**config.mk**
```make
export PLATFORM = sky130hd
export DESIGN_NAME = prefix_varint_delta_decoder_flat
export DESIGN_NICKNAME = d
export VERILOG_FILES = /design/src/sv/pvdd_pkg.sv /design/src/sv/pvdd_in_if.sv /design/src/sv/pvdd_out_if.sv /design/src/sv/pvdd_cfg_if.sv /design/src/sv/prefix_varint_delta_decoder.sv /design/src/flat_wrapper.sv
export SDC_FILE = /design/constraint.sdc
export NUM_CORES = 1
export LEC_CHECK = 0
export ABC_AREA = 1
export ABC_CLOCK_PERIOD_IN_PS = 4320
export BUFFER_PORTS_ARGS = -buffer_cell sky130_fd_sc_hd__buf_2
export CAP_MARGIN = 30
export CORE_ASPECT_RATIO = 2
export CORE_MARGIN = 2
export CORE_UTILIZATION = 61
export DETAILED_ROUTE_END_ITERATION = 10
export PLACE_DENSITY = 0.79
export REMOVE_ABC_BUFFERS = 1
export SYNTH_ARGS = -nofsm -noshare
export SYNTH_HDL_FRONTEND = slang
export SYNTH_SLANG_ARGS = --single-unit
```
**constraint.sdc**
```tcl
create_clock -name clk -period 4.32 [get_ports clk]
set_input_delay 0.432 -clock clk [delete_from_list [all_inputs] [get_ports clk]]
set_output_delay 0.432 -clock clk [all_outputs]
set_load 0.03 [all_outputs]
```
**src/sv/pvdd_pkg.sv**
```systemverilog
// shared types and constants of the prefix varint delta decoder
// no dependencies; used by the channel interfaces, the top level and the checker
package pvdd_pkg;

    localparam int BYTE_W    = 8;
    localparam int VALUE_W   = 32;
    localparam int INDEX_W   = 16;
    localparam int MAX_W     = 16;
    localparam int REG_IDX_W = 1;
    localparam int PART_W    = 24;
    localparam int REM_W     = 3;

    // item commands
    typedef enum logic
    {
        CMD_START = 1'b0,
        CMD_BYTE  = 1'b1
    } command_t;

    // register indexes on the configuration port
    localparam logic [REG_IDX_W-1:0] REG_BASE_VALUE  = 1'b0;
    localparam logic [REG_IDX_W-1:0] REG_MAX_ENTRIES = 1'b1;

    // lead byte tag masks and payload masks
    localparam logic [BYTE_W-1:0] TAG_1 = 8'h80;
    localparam logic [BYTE_W-1:0] TAG_2 = 8'hC0;
    localparam logic [BYTE_W-1:0] TAG_3 = 8'hE0;
    localparam logic [BYTE_W-1:0] TAG_4 = 8'hF0;
    localparam logic [BYTE_W-1:0] PAY_2 = 8'h3F;
    localparam logic [BYTE_W-1:0] PAY_3 = 8'h1F;
    localparam logic [BYTE_W-1:0] PAY_4 = 8'h0F;

endpackage

```
**src/sv/pvdd_in_if.sv**
```systemverilog
// input byte channel of the prefix varint delta decoder
// depends on pvdd_pkg
interface pvdd_in_if;
    import pvdd_pkg::*;

    logic              valid;
    logic              ready;
    command_t          command;
    logic [BYTE_W-1:0] data_byte;
    logic              last_byte;

    modport source (output valid, command, data_byte, last_byte, input ready);
    modport sink   (input valid, command, data_byte, last_byte, output ready);
endinterface

```
**src/sv/pvdd_out_if.sv**
```systemverilog
// entry output channel of the prefix varint delta decoder
// depends on pvdd_pkg
interface pvdd_out_if;
    import pvdd_pkg::*;

    logic                      valid;
    logic                      ready;
    logic signed [VALUE_W-1:0] entry_value;
    logic [INDEX_W-1:0]        entry_index;
    logic                      final_entry;

    modport source (output valid, entry_value, entry_index, final_entry, input ready);
    modport sink   (input valid, entry_value, entry_index, final_entry, output ready);
endinterface

```
**src/sv/pvdd_cfg_if.sv**
```systemverilog
// configuration write channel of the prefix varint delta decoder
// depends on pvdd_pkg
interface pvdd_cfg_if;
    import pvdd_pkg::*;

    logic                 valid;
    logic                 ready;
    logic [REG_IDX_W-1:0] index;
    logic [VALUE_W-1:0]   data;

    modport source (output valid, index, data, input ready);
    modport sink   (input valid, index, data, output ready);
endinterface

```
**src/sv/prefix_varint_delta_decoder.sv**
```systemverilog
// top level of the prefix varint delta decoder
// depends on pvdd_pkg, pvdd_in_if, pvdd_out_if and pvdd_cfg_if
//
// Usage:
// item_ch carries one word per item: a start command, or one byte of the
// delta stream with a flag on the final byte. A start emits base_value as
// entry 0; every completed code adds its delta (1 to 5 bytes) to the running
// sum, and the new sum goes out on entry_ch with its index and a final flag.
// The list ends after max_entries entries, or at the final byte; a code cut
// short by the final byte adds zero. Bytes that arrive with no list open are
// dropped without a result.
// cfg_ch writes base_value (index 0) and max_entries (index 1); it is always ready. The user
// writes it only while no item is in flight; the block itself does not enforce this.
// Timing: an item is registered in the input register at acceptance, decoded from there,
// and its entry is registered in the result register that drives entry_ch. One item is accepted
// per cycle while entry_ch does not stall, set by the single byte decode and 32-bit add between the input
// register and the result register.
// Reset clears the list state, base_value and both valid flags, and sets max_entries to all ones.
// When entry_ch stalls, the result register holds, the input register holds
// its item and item_ch ready drops only once both are occupied.
module prefix_varint_delta_decoder #(
    parameter int COUNT_BITS = 16
) (
    input  logic       clk,
    input  logic       rst_n,
    pvdd_in_if.sink    item_ch,
    pvdd_out_if.source entry_ch,
    pvdd_cfg_if.sink   cfg_ch
);
    import pvdd_pkg::*;

    localparam int CMP_W = (COUNT_BITS > MAX_W) ? COUNT_BITS : MAX_W;
    localparam logic [COUNT_BITS-1:0] COUNT_MAX = '1;

    // configuration registers
    logic [VALUE_W-1:0] base_value_reg;
    logic [MAX_W-1:0]   max_entries_reg;

    // input register
    logic              s1_valid_reg;
    command_t          s1_cmd_reg;
    logic [BYTE_W-1:0] s1_byte_reg;
    logic              s1_last_reg;

    // decoder state
    logic [VALUE_W-1:0]    sum_reg, sum_next;
    logic [PART_W-1:0]     partial_reg, partial_next;
    logic [REM_W-1:0]      remaining_reg, remaining_next;
    logic [COUNT_BITS-1:0] count_reg, count_next;
    logic                  active_reg, active_next;

    // result register
    logic               out_valid_reg;
    logic [VALUE_W-1:0] out_value_reg;
    logic [INDEX_W-1:0] out_index_reg;
    logic               out_final_reg;

    // decode results
    logic                  emit;
    logic                  force_final;
    logic                  is_final;
    logic [COUNT_BITS-1:0] count_base;
    logic [COUNT_BITS-1:0] count_inc;
    logic [CMP_W-1:0]      count_inc_ext;
    logic [CMP_W-1:0]      count_base_ext;
    logic [CMP_W-1:0]      max_ext;
    logic [VALUE_W-1:0]    shifted;
    logic [REM_W-1:0]      remaining_dec;
    logic                  s1_take;

    // handshake: input register advances when the result register frees up
    assign s1_take       = s1_valid_reg && (!out_valid_reg || entry_ch.ready);
    assign item_ch.ready = !s1_valid_reg || s1_take;
    assign cfg_ch.ready  = 1'b1;

    // configuration writes
    always_ff @(posedge clk or negedge rst_n)
    begin
        if (!rst_n)
        begin
            base_value_reg  <= '0;
            max_entries_reg <= '1;
        end
        else if (cfg_ch.valid)
        begin
            case (cfg_ch.index)
                REG_BASE_VALUE:  base_value_reg  <= cfg_ch.data;
                REG_MAX_ENTRIES: max_entries_reg <= cfg_ch.data[MAX_W-1:0];
                default:         ;
            endcase
        end
    end

    // input register
    always_ff @(posedge clk or negedge rst_n)
    begin
        if (!rst_n)
        begin
            s1_valid_reg <= 1'b0;
        end
        else if (item_ch.ready)
        begin
            s1_valid_reg <= item_ch.valid;
        end
    end

    always_ff @(posedge clk)
    begin
        if (item_ch.ready && item_ch.valid)
        begin
            s1_cmd_reg  <= item_ch.command;
            s1_byte_reg <= item_ch.data_byte;
            s1_last_reg <= item_ch.last_byte;
        end
    end

    // byte decode and accumulate
    always_comb
    begin
        sum_next       = sum_reg;
        partial_next   = partial_reg;
        remaining_next = remaining_reg;
        active_next    = active_reg;
        count_base     = count_reg;
        emit           = 1'b0;
        force_final    = 1'b0;
        shifted        = {partial_reg, s1_byte_reg};
        remaining_dec  = remaining_reg - 1'b1;

        case (s1_cmd_reg)
            CMD_START:
            begin
                sum_next       = base_value_reg;
                partial_next   = '0;
                remaining_next = '0;
                count_base     = '0;
                active_next    = 1'b1;
                emit           = 1'b1;
            end
            CMD_BYTE:
            begin
                if (active_reg)
                begin
                    if (remaining_reg == '0)
                    begin
                        // lead byte picks the code length
                        if ((s1_byte_reg & TAG_1) == '0)
                        begin
                            sum_next    = sum_reg + VALUE_W'(s1_byte_reg);
                            emit        = 1'b1;
                            force_final = s1_last_reg;
                        end
                        else
                        begin
                            if ((s1_byte_reg & TAG_2) == TAG_1)
                            begin
                                partial_next   = PART_W'(s1_byte_reg & PAY_2);
                                remaining_next = REM_W'(1);
                            end
                            else if ((s1_byte_reg & TAG_3) == TAG_2)
                            begin
                                partial_next   = PART_W'(s1_byte_reg & PAY_3);
                                remaining_next = REM_W'(2);
                            end
                            else if ((s1_byte_reg & TAG_4) == TAG_3)
                            begin
                                partial_next   = PART_W'(s1_byte_reg & PAY_4);
                                remaining_next = REM_W'(3);
                            end
                            else
                            begin
                                partial_next   = '0;
                                remaining_next = REM_W'(4);
                            end
                            // cut short at the final byte: adds zero
                            emit        = s1_last_reg;
                            force_final = s1_last_reg;
                        end
                    end
                    else
                    begin
                        // continuation byte shifts in
                        partial_next   = shifted[PART_W-1:0];
                        remaining_next = remaining_dec;
                        if (remaining_dec == '0)
                        begin
                            sum_next     = sum_reg + shifted;
                            partial_next = '0;
                            emit         = 1'b1;
                            force_final  = s1_last_reg;
                        end
                        else
                        begin
                            emit        = s1_last_reg;
                            force_final = s1_last_reg;
                        end
                    end
                end
            end
            default:
            begin
                emit = 1'b0;
            end
        endcase

        // entry count and end of list
        count_inc      = (count_base == COUNT_MAX) ? count_base : count_base + 1'b1;
        count_inc_ext  = CMP_W'(count_inc);
        count_base_ext = CMP_W'(count_base);
        max_ext        = CMP_W'(max_entries_reg);
        is_final       = force_final || (count_inc_ext >= max_ext) || (count_inc == COUNT_MAX);
        count_next     = count_reg;
        if (emit)
        begin
            count_next = count_inc;
            if (is_final)
            begin
                active_next    = 1'b0;
                remaining_next = '0;
                partial_next   = '0;
            end
        end
        else if (s1_cmd_reg == CMD_START)
        begin
            count_next = count_base;
        end
    end

    // decoder state
    always_ff @(posedge clk or negedge rst_n)
    begin
        if (!rst_n)
        begin
            sum_reg       <= '0;
            partial_reg   <= '0;
            remaining_reg <= '0;
            count_reg     <= '0;
            active_reg    <= 1'b0;
        end
        else if (s1_take)
        begin
            sum_reg       <= sum_next;
            partial_reg   <= partial_next;
            remaining_reg <= remaining_next;
            count_reg     <= count_next;
            active_reg    <= active_next;
        end
    end

    // result register
    always_ff @(posedge clk or negedge rst_n)
    begin
        if (!rst_n)
        begin
            out_valid_reg <= 1'b0;
        end
        else if (!out_valid_reg || entry_ch.ready)
        begin
            out_valid_reg <= s1_valid_reg && emit;
        end
    end

    always_ff @(posedge clk)
    begin
        if (s1_take && emit)
        begin
            out_value_reg <= sum_next;
            out_index_reg <= count_base_ext[INDEX_W-1:0];
            out_final_reg <= is_final;
        end
    end

    assign entry_ch.valid       = out_valid_reg;
    assign entry_ch.entry_value = $signed(out_value_reg);
    assign entry_ch.entry_index = out_index_reg;
    assign entry_ch.final_entry = out_final_reg;

endmodule

```
**src/flat_wrapper.sv**
```systemverilog
// flat-port wrapper written by rule: the top's interface ports become plain ports
module prefix_varint_delta_decoder_flat import pvdd_pkg::*;
#(
    parameter int COUNT_BITS = 16
)
  (clk, rst_n, item_ch_valid, item_ch_command, item_ch_data_byte, item_ch_last_byte, item_ch_ready, entry_ch_valid, entry_ch_entry_value, entry_ch_entry_index, entry_ch_final_entry, entry_ch_ready, cfg_ch_valid, cfg_ch_index, cfg_ch_data, cfg_ch_ready);
  pvdd_in_if item_ch_i ();
  pvdd_out_if entry_ch_i ();
  pvdd_cfg_if cfg_ch_i ();
  input  logic clk;
  input  logic rst_n;
  input wire logic [$bits(item_ch_i.valid)-1:0] item_ch_valid;
  input wire logic [$bits(item_ch_i.command)-1:0] item_ch_command;
  input wire logic [$bits(item_ch_i.data_byte)-1:0] item_ch_data_byte;
  input wire logic [$bits(item_ch_i.last_byte)-1:0] item_ch_last_byte;
  output wire logic [$bits(item_ch_i.ready)-1:0] item_ch_ready;
  output wire logic [$bits(entry_ch_i.valid)-1:0] entry_ch_valid;
  output wire logic [$bits(entry_ch_i.entry_value)-1:0] entry_ch_entry_value;
  output wire logic [$bits(entry_ch_i.entry_index)-1:0] entry_ch_entry_index;
  output wire logic [$bits(entry_ch_i.final_entry)-1:0] entry_ch_final_entry;
  input wire logic [$bits(entry_ch_i.ready)-1:0] entry_ch_ready;
  input wire logic [$bits(cfg_ch_i.valid)-1:0] cfg_ch_valid;
  input wire logic [$bits(cfg_ch_i.index)-1:0] cfg_ch_index;
  input wire logic [$bits(cfg_ch_i.data)-1:0] cfg_ch_data;
  output wire logic [$bits(cfg_ch_i.ready)-1:0] cfg_ch_ready;
  assign item_ch_i.valid = item_ch_valid;
  assign item_ch_i.command = item_ch_command;
  assign item_ch_i.data_byte = item_ch_data_byte;
  assign item_ch_i.last_byte = item_ch_last_byte;
  assign item_ch_ready = item_ch_i.ready;
  assign entry_ch_valid = entry_ch_i.valid;
  assign entry_ch_entry_value = entry_ch_i.entry_value;
  assign entry_ch_entry_index = entry_ch_i.entry_index;
  assign entry_ch_final_entry = entry_ch_i.final_entry;
  assign entry_ch_i.ready = entry_ch_ready;
  assign cfg_ch_i.valid = cfg_ch_valid;
  assign cfg_ch_i.index = cfg_ch_index;
  assign cfg_ch_i.data = cfg_ch_data;
  assign cfg_ch_ready = cfg_ch_i.ready;
  prefix_varint_delta_decoder #(.COUNT_BITS(COUNT_BITS)) u_core (.clk(clk), .rst_n(rst_n), .item_ch(item_ch_i), .entry_ch(entry_ch_i), .cfg_ch(cfg_ch_i));
endmodule
```
## After elaboration in Yosys (flattened, before gate mapping)

Index checks and enable logic that the tools add are counted.

| word-level totals | value |
|---|---|
| register bits | 185 |
| output and inout port bits | 52 |
| logic and storage cells | 82 |

| operators by class | value |
|---|---|
| add/subtract/negate cells | 4 |
| magnitude comparators | 1 |
| equal/unequal tests | 6 |
| mux-type cells | 38 |
| bitwise gates (word level) | 2 |
| reduce and logical (&&, ||, !) cells | 16 |

Operators with widths:

| cell | number |
|---|---|
| $mux W24 | 8 |
| $mux W32 | 4 |
| $mux W16 | 4 |
| $pmux W32 S2 | 1 |
| $pmux W24 S2 | 1 |
| $add A32 B32 Y32 | 1 |
| $add A32 B8 Y32 | 1 |
| $eq A16 B16 Y1 const B | 2 |
| $mux W3 | 8 |
| $add A16 B1 Y16 const B | 1 |
| $ge A16 B16 Y1 | 1 |
| $mux W1 | 9 |
| $logic_not A8 Y1 | 1 |
| $logic_not A3 Y1 | 2 |
| $pmux W3 S2 | 1 |
| $reduce_and A2 Y1 | 3 |
| $eq A4 B4 Y1 const B | 1 |
| $logic_and A1 B1 Y1 | 4 |
| $logic_or A1 B1 Y1 | 4 |
| $mux W4 | 1 |
| $eq A3 B3 Y1 const B | 1 |
| $sub A3 B1 Y3 const B | 1 |
| $eq A2 B2 Y1 const B | 1 |
| $logic_not A1 Y1 | 2 |
| other kinds (3) | 4 |

## Logic depth before layout (Yosys ltp)

| depth | value |
|---|---|
| depth after elaboration | 10 |
| gate-level depth with buffers | 27 |
| mapped depth without buffers | 24 |

## Least setup slack after synthesis

OpenSTA, ideal clock, no wires.

| timing | value |
|---|---|
| path kind | reg-to-reg |
| from | register u_core.s1_cmd_reg |
| to | register u_core.partial_reg[10] |
| setup time | 0.066 ns |
| data arrival time | 3.288 ns |
| required time | 4.254 ns |
| path slack | 0.966 ns |
| cell stages (with the launch flop) | 27 |
| buffers on the path | 5 |
| cell sequence | edfxtp_1 > buf_6 > buf_4 > nand2_1 > inv_1 > ha_1 > nand2_1 > nor2_4 > nand2_1 > nor2_2 > nand2_2 > buf_6 > clkbuf_1 > nand2_1 > ha_1 > a21oi_1 > o21ai_0 > nand2_1 > o211ai_1 > nand2_1 > nand3_1 > a21oi_1 > nand2_2 > nand2_4 > buf_8 > nand2_2 > nand2_1 |

| on the way | value |
|---|---|
| longest elaborated chain between the ends | 8 |
| elaborated cells between the ends (all ways) | 14 |
| those cells by class | add/sub: 1; order compare: 1; eq/ne: 2; mux: 7; bitwise: 1; reduce/logical: 2 |

Ends and longest elaborated chain:

| element | RTL line | RTL |
|---|---|---|
| start: declaration | prefix_varint_delta_decoder.sv:41 | `command_t s1_cmd_reg;` |
| start signal: assignment | prefix_varint_delta_decoder.sv:111 | `s1_cmd_reg <= item_ch.command;` |
| $mux W16 (*) | prefix_varint_delta_decoder.sv:130 | `case (s1_cmd_reg)` |
| net u_core.count_base[0] | prefix_varint_delta_decoder.sv:62 | `logic [COUNT_BITS-1:0] count_base;` |
| $add A16 B1 Y16 / $eq A16 B16 Y1 (equally long branches) | prefix_varint_delta_decoder.sv:207 | `count_inc = (count_base == COUNT_MAX) ? count_base : count_base + 1'b1;` |
| $mux W16 (*) | prefix_varint_delta_decoder.sv:207 |  |
| $ge A16 B16 Y1 | prefix_varint_delta_decoder.sv:211 | `is_final = force_final \|\| (count_inc_ext >= max_ext) \|\| (count_inc == COUNT_MAX);` |
| $logic_or A1 B1 Y1 | prefix_varint_delta_decoder.sv:211 |  |
| $logic_or A1 B1 Y1 (*) | prefix_varint_delta_decoder.sv:211 |  |
| net u_core.is_final | prefix_varint_delta_decoder.sv:61 | `logic is_final;` |
| $mux W24 (*) | prefix_varint_delta_decoder.sv:216 | `if (is_final)` |
| $mux W24 (*) | prefix_varint_delta_decoder.sv:213 | `if (emit)` |
| end signal: assignment | prefix_varint_delta_decoder.sv:243 | `partial_reg <= partial_next;` |
| end: declaration | prefix_varint_delta_decoder.sv:47 | `logic [PART_W-1:0] partial_reg, partial_next;` |

The timed path passes the listed nets; every way through them passes the cells marked *.
A chain may end at the register's enable or synchronous reset.

## Final worst setup path

| timing | value |
|---|---|
| from | register u_core.s1_cmd_reg |
| to | register u_core.partial_reg[2] |

Same word-level chain as after synthesis.

==> key figures <==
Critical path
  • Slowest-stage cell, CP: edfxtp_1
  • Critical Path Fanout Max: 26
  • Critical path's largest stage delay: 400 ps
  • CP endpoint kind: flip-flop
  • Family with the most delay on the worst path: simple AND/OR/NAND/NOR gates
  • CP Data Arrival Time: around 4300 ps
  • WP buf/inv: 4
  • CP most frequent cell: nand2_1
  • CP Launch Type: flip-flop
  • WP data required: roughly 4700 ps
  • Cells along the critical path: buf_4 > nand2_1 > inv_1 > ha_1 > nand2_1 > nor2_4 > nand2_1 > nor2_2 > nand2_2 > nand2_1 > ha_1 > nand2_1 > inv_1 > nand3_1 > inv_1 > a21oi_1 > nand3_1 > a21oi_1 > nand2_2 > nand2_4 > nand2_1 > nand2_1
  • CP Class: reg -> reg

GRT
  • GR Util All Layers: 0.400
  • Grt ovf: 0
  • Initial antenna violation count: 0
  • First-pass GRT wire length: roughly 64000 um
  • Vias in the first global route: 12091
  • Largest net degree at the start of global routing: 97

Clock tree
  • Clk buf depth: 2
  • Clk_lat worst skew: 460 ps
  • PostCTS Resize Cnt: 0
  • H-Tree Depth: 4
  • Root Buffer: clkbuf_16
  • CTS tree: done
  • CTS sink cnt: ~190
  • CTS Buf Count: 17
  • Worst-path clk slew: ~70 ps

Yosys
  • Sequential area share after synthesis: 0.409
  • Share of the synthesized area in the top cell type: 0.227
  • Post-Syn Instances: roughly 1700
  • Async SR Flop Fraction: 0.681
  • Synth area leader: dfrtp_1
  • YS warnings: 0
  • Cell area after synthesis: 12100 um2
  • Synth area leaders: dfrtp_1 (23%), nand2_1 (19%), edfxtp_1 (15%)
  • Distinct cell type count after synthesis: 46
  • Main synth FF type: dfrtp_1
  • Synth Register Bits: approximately 190
  • Top post-synthesis cells by count: nand2_1 (597), inv_1 (187), nand3_1 (126)
  • Count leader, synth: nand2_1
  • Mean Syn Cell Area: just over 7 um2
  • Post-synth EDFFs: 59

Die
  • Chip width: 104 um
  • Chip height: 203 um
  • Initial Util: 0.625
  • Die ar.: 21000 um2
  • Area of the core: 19400 um2
  • # rows: 72
  • # IOs: 100

Place
  • Dpl hpwl: about 31000 um
  • RePlAce Congestion: 0.987
  • Port buffer count: between 90 and 100

Timing
  • Final worst-path cycle share: 0.900
  • Slew @ Worst Pin: 986 ps
  • Setup TNS: 0 ps
  • Final Hold Violating Endpoints: 0
  • Endpoints failing setup: 0
  • Fmax: 0.257 GHz
  • RSZ-0062 raised after global routing: false
  • Max-Slew Margin vs Limit: 0.341
  • Worst Clk Skew: 11.8 ps
  • Hold WS: 145 ps
  • Pins Over Slew Limit: 0
  • Final Critical Period: 3890 ps

Routing
  • Drt pass-1 iters: 7
  • Avg WL per Cell: 20.2 um
  • Initial drt markers: 983
  • DRC viols: 0
  • Final ANT Viol Nets: 0
  • Avg Vias per Cell: 5.94
  • Total number of vias: 12145
  • Total Wirelength: 41300 um

Power and ir drop
  • Max VDD drop: around 540 uV
  • PwrDens: 650 nW/um2
  • Leak Pwr: between 6 and 7 nW
  • Total Power: 8.76 mW

Outcome
  • Outcome: finished, final reports clean

Run
  • Max_cap viols: 0

Final layout
  • Nets: around 1900
  • Layout area overhead: 11.4%
  • Register area: approximately 4900 um2
  • Antenna Cells: 0
  • Fin util: 0.696
  • Share of cells above drive strength 1: 0.124
  • Multi-input gate area: 6170 um2
  • Fill count: between 1500 and 2000

Hold path
  • HP Class: in -> reg
==> through the flow <==
step / instances / worst slack, ps / area, um2
detailed placement: 2012 / 560 / 12900
global route: 2046 / 84.4 / 13500
floorplan: 1636 / 699 / 11900
global placement: 2011 / 707 / 12800
CTS: 2044 / 532 / 13400
finish: 2046 / 433 / 13500
==> logic make-up (layout without fill, tap and decap cells) <==
logic type | after synthesis | count (layout) | synth area share
XOR/XNOR | 20 | 20 | 0.0145
flip-flops | 185 | 185 | 0.409
multiplexers | 16 | 16 | 0.0149
other | 1 | 1 | 0.000310
adder cells (fa/ha/maj) | 52 | 52 | 0.0544
AND/OR/NAND/NOR | 934 | 934 | 0.323
AO/OA/AOI/OAI | 231 | 231 | 0.103
buffers and inverters | 251 | 348 | 0.0819
==> cells in the final DEF (no fill, tap or decap), types with 2 or more instances in the layout <==
cell type,n
a21oi_1,109
a22oi_1,4
a31oi_1,10
and2_1,3
buf_12,3
buf_2,97
buf_4,16
clkbuf_16,17
clkinv_1,4
clkinv_2,2
clkinv_4,3
clkinv_8,2
dfrtp_1,110
dfstp_2,16
edfxtp_1,59
ha_1,51
inv_1,187
inv_2,6
inv_6,6
mux2_2,16
nand2_1,596
nand2_2,21
nand3_1,126
nand3b_1,9
nand4_1,27
nor2_1,109
nor2_2,6
nor3_1,29
o211ai_1,5
o21ai_0,81
o21ai_1,2
o21bai_1,9
o221ai_1,2
o22ai_1,4
or2_2,4
xnor2_1,6
xor2_1,14
==> per-layer routing <==
metal,vias to the layer above,share of wire,GRT usage
met3,222,0.055,0.0601
met5,-,0,0
met1,5630,0.32,0.385
met4,0,0.10,0.346
li1,5672,-,-
met2,621,0.53,0.734
==> final timing paths <==
check	start	end	slack (ps)	depth (start not counted)
max	u_core.s1_cmd_reg	u_core.partial_reg[2]	430	22
min	item_ch_data_byte[0]	u_core.s1_byte_reg[0]	150	1
max reg2reg	u_core.s1_cmd_reg	u_core.partial_reg[2]	430	22
min reg2reg	u_core.base_value_reg[8]	u_core.base_value_reg[8]	490	2
max in group asynchronous	rst_n	u_core.max_entries_reg[9]	2830	4
min in group asynchronous	rst_n	u_core.sum_reg[27]	310	2
==> repair_timing <==
action                                 CTS  global route
setup buffers                            0             0
endpoints found under the hold margin    0             1
hold buffers                             0             1
==> report_power, final <==
group / total (mW) / internal (mW) / switching (mW)
logic: 4.26 / 1.21 / 3.05
clock network: 1.57 / 0.818 / 0.748
registers: 2.93 / 2.40 / 0.534
total: 8.76 / 4.43 / 4.33
==> final cells by class <==
class                   instances  share of cell area
inverters                     197              0.0549
clock buffers                  17              0.0316
well taps                     259              0.0240
clock inverters                15              0.0121
flip-flops and latches        185               0.367
multi-input cells            1254               0.458
repair buffers                119              0.0530
Power figures use the tool's default switching activity.
